$ cat config.mk
export PLATFORM = sky130hd
export DESIGN_NAME = pbwb_reduce
export DESIGN_NICKNAME = d
export VERILOG_FILES = /design/src/design/pbwb_pkg.sv /design/src/design/pbwb_reduce.sv
export SDC_FILE = /design/constraint.sdc
export NUM_CORES = 2
export LEC_CHECK = 0
export ABC_AREA = 1
export BUFFER_PORTS_ARGS = -buffer_cell sky130_fd_sc_hd__buf_2
export CORE_AREA = 2 2 436 438
export CTS_BUF_LIST = sky130_fd_sc_hd__clkbuf_4 sky130_fd_sc_hd__clkbuf_8
export DETAILED_ROUTE_END_ITERATION = 8
export DIE_AREA = 0 0 438 440
export PLACE_DENSITY = 0.57
export REMOVE_ABC_BUFFERS = 1
export SYNTH_ARGS = -nofsm -noshare
export SYNTH_HDL_FRONTEND = slang
export SYNTH_SLANG_ARGS = --single-unit
$ cat constraint.sdc
create_clock -name aclk -period 12.4 [get_ports aclk]
set_input_delay 0.62 -clock aclk [delete_from_list [all_inputs] [get_ports aclk]]
set_output_delay 0.62 -clock aclk [all_outputs]
set_load 0.005 [all_outputs]
$ cat src/design/pbwb_pkg.sv
package pbwb_pkg;

    localparam int COORD_FRAC_BITS = 16;
    localparam int ROT_FRAC        = 28;
    localparam int SCALE_FRAC      = 8;
    localparam int TERM_SHIFT      = ROT_FRAC + SCALE_FRAC + COORD_FRAC_BITS - COORD_FRAC_BITS;
    localparam int LO_SPLIT        = 24;

    localparam logic [2:0] REG_BOX_LOADED = 3'd0;
    localparam logic [2:0] REG_MIN_X      = 3'd1;
    localparam logic [2:0] REG_MIN_Y      = 3'd2;
    localparam logic [2:0] REG_MIN_Z      = 3'd3;
    localparam logic [2:0] REG_MAX_X      = 3'd4;
    localparam logic [2:0] REG_MAX_Y      = 3'd5;
    localparam logic [2:0] REG_MAX_Z      = 3'd6;

    typedef logic signed [31:0] coord_t;
    typedef logic        [32:0] rmag_t;
    typedef logic        [46:0] sbmag_t;
    typedef logic signed [44:0] term_t;

    // handshake moving between pipeline parts
    typedef struct packed {
        logic en;
        logic valid;
    } pipe_ctrl_t;

endpackage

$ cat src/design/pbwb_reduce.sv
module pbwb_reduce import pbwb_pkg::*; (
    input  logic       aclk,
    input  logic       aresetn,
    input  pipe_ctrl_t ctrl_in,
    input  logic       box_loaded,
    input  term_t      term [3][3][2],
    input  coord_t     t_in [3],
    output logic       valid_out,
    output coord_t     world_min [3],
    output coord_t     world_max [3]
);

    localparam logic signed [46:0] SAT_HI = 47'sd2147483647;
    localparam logic signed [46:0] SAT_LO = -47'sd2147483648;

    logic ve_reg, vf_reg;
    logic signed [46:0] lo_reg [3];
    logic signed [46:0] hi_reg [3];
    coord_t mn_reg [3];
    coord_t mx_reg [3];
    term_t  tmin [3][3];
    term_t  tmax [3][3];

    always_ff @(posedge aclk) begin
        if (!aresetn) begin
            ve_reg <= 1'b0;
            vf_reg <= 1'b0;
        end else if (ctrl_in.en) begin
            ve_reg <= ctrl_in.valid;
            vf_reg <= ve_reg;
        end
    end

    always_comb begin
        for (int i = 0; i < 3; i++) begin
            for (int c = 0; c < 3; c++) begin
                if (term[i][c][0] < term[i][c][1]) begin
                    tmin[i][c] = term[i][c][0];
                    tmax[i][c] = term[i][c][1];
                end else begin
                    tmin[i][c] = term[i][c][1];
                    tmax[i][c] = term[i][c][0];
                end
            end
        end
    end

    // stage e: translation plus the chosen corner terms
    always_ff @(posedge aclk) begin
        if (ctrl_in.en) begin
            for (int i = 0; i < 3; i++) begin
                lo_reg[i] <= 47'(t_in[i]) + 47'(tmin[i][0]) + 47'(tmin[i][1])
                             + 47'(tmin[i][2]);
                hi_reg[i] <= 47'(t_in[i]) + 47'(tmax[i][0]) + 47'(tmax[i][1])
                             + 47'(tmax[i][2]);
            end
        end
    end

    // stage f: saturate, zero when no box is loaded
    always_ff @(posedge aclk) begin
        if (ctrl_in.en) begin
            for (int i = 0; i < 3; i++) begin
                if (!box_loaded) begin
                    mn_reg[i] <= '0;
                    mx_reg[i] <= '0;
                end else begin
                    mn_reg[i] <= (lo_reg[i] > SAT_HI) ? 32'(SAT_HI) :
                                 (lo_reg[i] < SAT_LO) ? 32'(SAT_LO) : 32'(lo_reg[i]);
                    mx_reg[i] <= (hi_reg[i] > SAT_HI) ? 32'(SAT_HI) :
                                 (hi_reg[i] < SAT_LO) ? 32'(SAT_LO) : 32'(hi_reg[i]);
                end
            end
        end
    end

    assign valid_out = vf_reg;
    assign world_min = mn_reg;
    assign world_max = mx_reg;

endmodule

After elaboration in Yosys (flattened, before gate mapping). Memory sizes are Yosys's and may differ from the RTL's. Cells that the tools add are included.

Register bits: 194. Memory bits (writable): 282. Output and inout bits: 193. Memories: 2.

Add/sub/neg operators: 18. Magnitude comparators: 21. Multiplexer cells: 32. Bitwise gates (word level): 1. Reduce and logical (&&, ||, !) cells: 6.

Memory list: hi_reg (words 3, width 47, rd ports 3, clocked after memory_dff 0, wr ports 3, RTL line pbwb_reduce.sv:18) `logic signed [46:0] hi_reg [3];`; lo_reg (words 3, width 47, rd ports 3, clocked after memory_dff 0, wr ports 3, RTL line pbwb_reduce.sv:17) `logic signed [46:0] lo_reg [3];`.

Operators with widths (number): $mux 45 (18); $lt 45x45->1 (9); $add 46x45->47 (6); $add 47x45->47 (6); $gt 47x32->1 const B (6); $lt 47x32->1 const B (6); $add 32x45->46 (6); $mux 32 (6); $mux 31 (6); $reduce_or 2->1 (6); $mux 1 (2); $not 1->1 (1).

Logic depth before layout (Yosys ltp).
Depth in word-level cells: 5. Depth in mapped cells: 35. Gate-level depth less buffers: 33.

Worst setup path after synthesis. No wires, ideal clock.

Path type: input to register. From: in term[44] (netlist name). To: mem hi_reg[2][27] (netlist: hi_reg[0][121]) (data pin). Arrival: 4.827 ns. Setup slack: 7.321 ns. Cell stages on the path: 29. Buffers on the path: 1. Cell sequence: inv_1 ha_1 nand2_1 nor2_1 and2_1 nand3_1 nor2_1 nand2_1 nand3_2 nand2_2 buf_6 nand3_1 nand2_1 fa_1 inv_1 fa_1 inv_1 ha_1 fa_1 nand3_1 nand2_1 nand2_1 nand2_1 a21oi_1 o21ai_0 nand2_1 nand2_1 nand2_1 nand2_1.

RTL lines: start: declaration (RTL line pbwb_reduce.sv:6) `input term_t term [3][3][2],`; end: declaration (RTL line pbwb_reduce.sv:18).

==> results.txt <==
----------------------------------------------------
[Worst hold path]
  Hold path cells ... 3
  Worst min path class ... input port to flip-flop
  Hold EP ... valid_out$_SDFFE_PN0P_
  Hold path startpoint ... aresetn

[Global route]
  Initial antenna violation count ... 115
  Maximum number of pins on one net before global-route repair ... 139
  Global-route wire length before repair ... around 500 mm
  Vias in the first global route ... 76340
  Total global-route track usage ... 35.63%
  Final global-route overflow total ... 0

[Logic synthesis]
  Async S/R FF share, synth ... 0%
  Main flop type after synthesis ... edfxtp_1
  Share of the synthesized area in the top cell type ... 19.03%
  Count of distinct cell types in the synthesized netlist ... 36
  Most area-hungry cell type in the Yosys netlist ... edfxtp_1
  Synth warn ... 0
  Combinational family with the most area after synthesis ... simple AND/OR/NAND/NOR gates
  Leading cell types by total area after synthesis ... edfxtp_1 19%, fa_1 15%, nand2_1 13%
  Number of instances in the synthesized netlist ... 11120
  Mean instance size in the synthesized netlist ... around 6.7 um^2
  Complex-gate fraction of the synthesized area ... 7.510%
  Post-Synth Simple-Gate Area ... between 30 and 40%
  Count of flip-flops with a built-in enable after synthesis ... roughly 470
  Share of the synthesized netlist area taken by xor and xnor gates ... 2.002%
  Mux cell area share after synthesis ... 0%
  Adder-Cell Fraction of Synth Area ... 25.85%
  #FFs+latches synth ... 476
  Proportion of synthesized chip area in sequential cells ... a little under a fifth
  Netlist Area Pre-Place ... approximately 0.075 mm^2

[Routing]
  Number of remaining DRC errors ... 0
  Via total after detailed routing ... 79430
  Wire length per cell after detailed routing ... about 24 um
  Antenna Nets Post-Route ... 0
  Iteration-0 DRC count of the detailed router ... 7623
  Top routing layer in use ... met5
  Drt total wl ... 353.4 mm
  Via-per-instance ratio ... 5.410
  Number of optimization iterations in the first detailed-route pass ... 8
  Detailed-routed wire length on met3 ... 23.99 mm
  Met2 routed wirelength ... 163.2 mm
  Met1 WL ... 144.1 mm

[STA]
  Setup TNS Final ... 0 ps
  Max frequency ... 127.6 MHz
  Setup Viol. Count Final ... 0
  Least-Margin Pin Slew ... 1110 ps
  Final worst clock skew ... 63.30 ps
  Final Hold Vio Count ... 0
  Worst max-slew margin expressed relative to the limit ... 25.98%
  Final cycle utilization of the critical path ... 63.22%
  Minimum clock period after layout ... 7839 ps
  Number of max-slew violations in the final report ... 0
  RSZ-0062 raised after global routing ... no

[Critical path]
  Number of buffer and inverter instances along the worst setup path ... 7
  Reg-to-Reg Start ... lo_reg[0][125]$_DFFE_PP_
  Type of element launching the critical path ... input port
  Required time reported for the critical path endpoint ... 12990 ps
  CP Data Arrival Time ... between 8000 and 9000 ps
  Worst setup path category ... input port to flip-flop
  Delay-heaviest family, CP ... simple AND/OR/NAND/NOR gates
  Reg-to-reg endpoint ... world_min[26]$_SDFFCE_PN0P_
  Max incr delay on CP ... 810 ps
  Number of cells on the worst reg-to-reg path ... 4
  Launching element of the worst setup path ... term[314]
  CP Capture Type ... flip-flop
  Maximum fanout along the worst path ... 68
  Crit-path slowest cell ... nand4_1
  R2r setup slk ... 10150 ps
  Cell mode on critical path ... nand2_1

[Final layout]
  Syn-to-layout area delta ... 12.98%
  Fillcell total ... 20160
  Nets ... around 14000
  Core Util, Final ... 44.82%
  Ratio of cells with drive above 1 in the final layout ... 11.17%

[Clock tree]
  Insertion delay of the later-clocked pin in the worst-skew pair ... between 800 and 900 ps
  TritonCTS Buffers ... 93
  Total number of H-tree levels ... 3
  Clock sink count ... 476
  Clock-pin slew on the worst setup and hold paths ... 70 ps
  Master cell of the clock root buffer ... clkbuf_8
  Clock tree from TritonCTS ... done
  Deepest clock path buffer count ... 3

[Status]
  Status ... finished clean

[Power and ir drop]
  Int Pwr ... roughly 9.3 mW
  Part of the total power dissipated in sequential elements ... 15.0%
  Switching fraction of total power ... 59.32%
  Combinational share of power ... 77.4%
  Clock network fraction of total power ... 7.6%
  Maximum vdd drop ... about 140 uV
  Power Dens Cells ... 269.1 mW/mm^2
  Leak pwr ... 47.58 nW
  Net load switching power ... 13.49 mW

[Floorplan]
  Initial cell density of the core ... 39.67%
  Area of the core ... 0.1886 mm^2
  Placement Rows ... 160
  Die Y ... 440 um
  Boundary Pins ... 1104
  Overall die area ... 0.1927 mm^2
  Chip width ... 438 um

[Placement]
  Quantity of I/O buffers inserted on ports ... roughly 1100
  Placer congestion estimate ... 1.038
  Dpl hpwl ... about 300 mm

[Flow run]
  Max-cap violation count ... 0

----------------------------------------------------
synthesized netlist by cell type (15+ instances only):
cell type  number
o21ai_0       232
o21a_1         15
xnor2_1        53
nor3_1         59
nand3_1      1892
buf_2         138
ha_1          672
o21bai_1       37
nand2_1      2599
nand4_1       132
a21oi_1       706
buf_6          15
inv_1        2409
xor2_1        118
clkbuf_1      191
edfxtp_1      474
a21o_1         35
buf_1          15
fa_1          546
nor2_1        664
and2_1         22
cell type report:
type / count / area (um^2) / share of cell area (%)
Antenna cell: 90 / 225.2 / 0.2665
Timing Repair Buffer: 1164 / 6003 / 7.103
Clock buffer: 114 / 1450 / 1.716
Inverter: 2409 / 9042 / 10.70
Tap cell: 2511 / 3142 / 3.717
Multi-Input combinational cell: 7863 / 49930 / 59.08
Clock inverter: 55 / 447.9 / 0.5300
Sequential cell: 476 / 14270 / 16.89
worst max path at each step:
stage	depth (start not counted)	endpoint
5_1_grt	29	lo_reg[0][90]$_DFFE_PP_
4_1_cts	28	lo_reg[0][62]$_DFFE_PP_
6_report	28	lo_reg[0][62]$_DFFE_PP_
2_1_floorplan	25	hi_reg[0][121]$_DFFE_PP_
3_3_place_gp	28	lo_reg[0][62]$_DFFE_PP_
3_5_place_dp	28	lo_reg[0][62]$_DFFE_PP_
placed cells by master, fill, tap and decap left out, types with 53 or more instances in the layout:
cell type and count:
clkbuf_8 95, nand3_1 1892, a21oi_1 706, nand2_1 2587
ha_1 672, fa_1 546, edfxtp_1 474, nor3_1 59
xor2_1 118, nor2_1 664, diode_2 90, xnor2_1 53
inv_1 2409, buf_4 59, nand4_1 132, buf_2 1102
o21ai_0 232
metrics by stage:
| stage | total power [mW] | cells | setup WS, ps | area (um^2) | hold slack (ps) |
|---|---|---|---|---|---|
| 2_1_floorplan | 13.75 | 10750 | 5470 | 73100 | 448.2 |
| 3_3_place_gp | 20.73 | 14420 | 3987 | 82380 | 458.5 |
| 3_5_place_dp | 20.66 | 14420 | 4024 | 82380 | 487.7 |
| 4_1_cts | 22.50 | 14590 | 4887 | 84290 | 28.04 |
| 5_1_grt | 24.52 | 14670 | 4273 | 84470 | 70.67 |
| 6_report | 22.74 | 14680 | 4561 | 84510 | 82.26 |
repair_timing:
| action | 4_1_cts | 5_1_grt |
|---|---|---|
| hold buffers | 1 | 0 |
| endpoints found under the hold margin | 1 | 0 |
| setup endpoints to repair | 0 | 0 |
| resized for setup | 0 | 0 |
| buffers inserted | 0 | 0 |
logic make-up after synthesis:
kind of cell	after synthesis
AOI/OAI and AO/OA	1060
xor gates and xnor gates	171
adders and majority gates	1218
buffers and inverters	2778
DFF	476
and+or+nand+nor	5414
routing by layer:
metal	global-route usage, %	up-vias
li1	-	37210
met4	20.40	12
met2	57.55	3502
met5	0	-
met1	45.69	38060
met3	4.912	650
tightest hold or removal path, cell delays in order:
cell,delay [ps]
buf_2,120
o21ai_0,70
nor2_1,40
power groups by stage:
stage | Clock [mW] | Sequential (mW) | Combinational [mW]
2_1_floorplan | 0 | 3.31 | 10.4
3_3_place_gp | 0 | 3.44 | 17.3
3_5_place_dp | 0 | 3.44 | 17.2
4_1_cts | 1.76 | 3.42 | 17.3
5_1_grt | 1.82 | 3.47 | 19.2
6_report | 1.73 | 3.42 | 17.6
No activity file was read; power rests on OpenSTA's default activity.
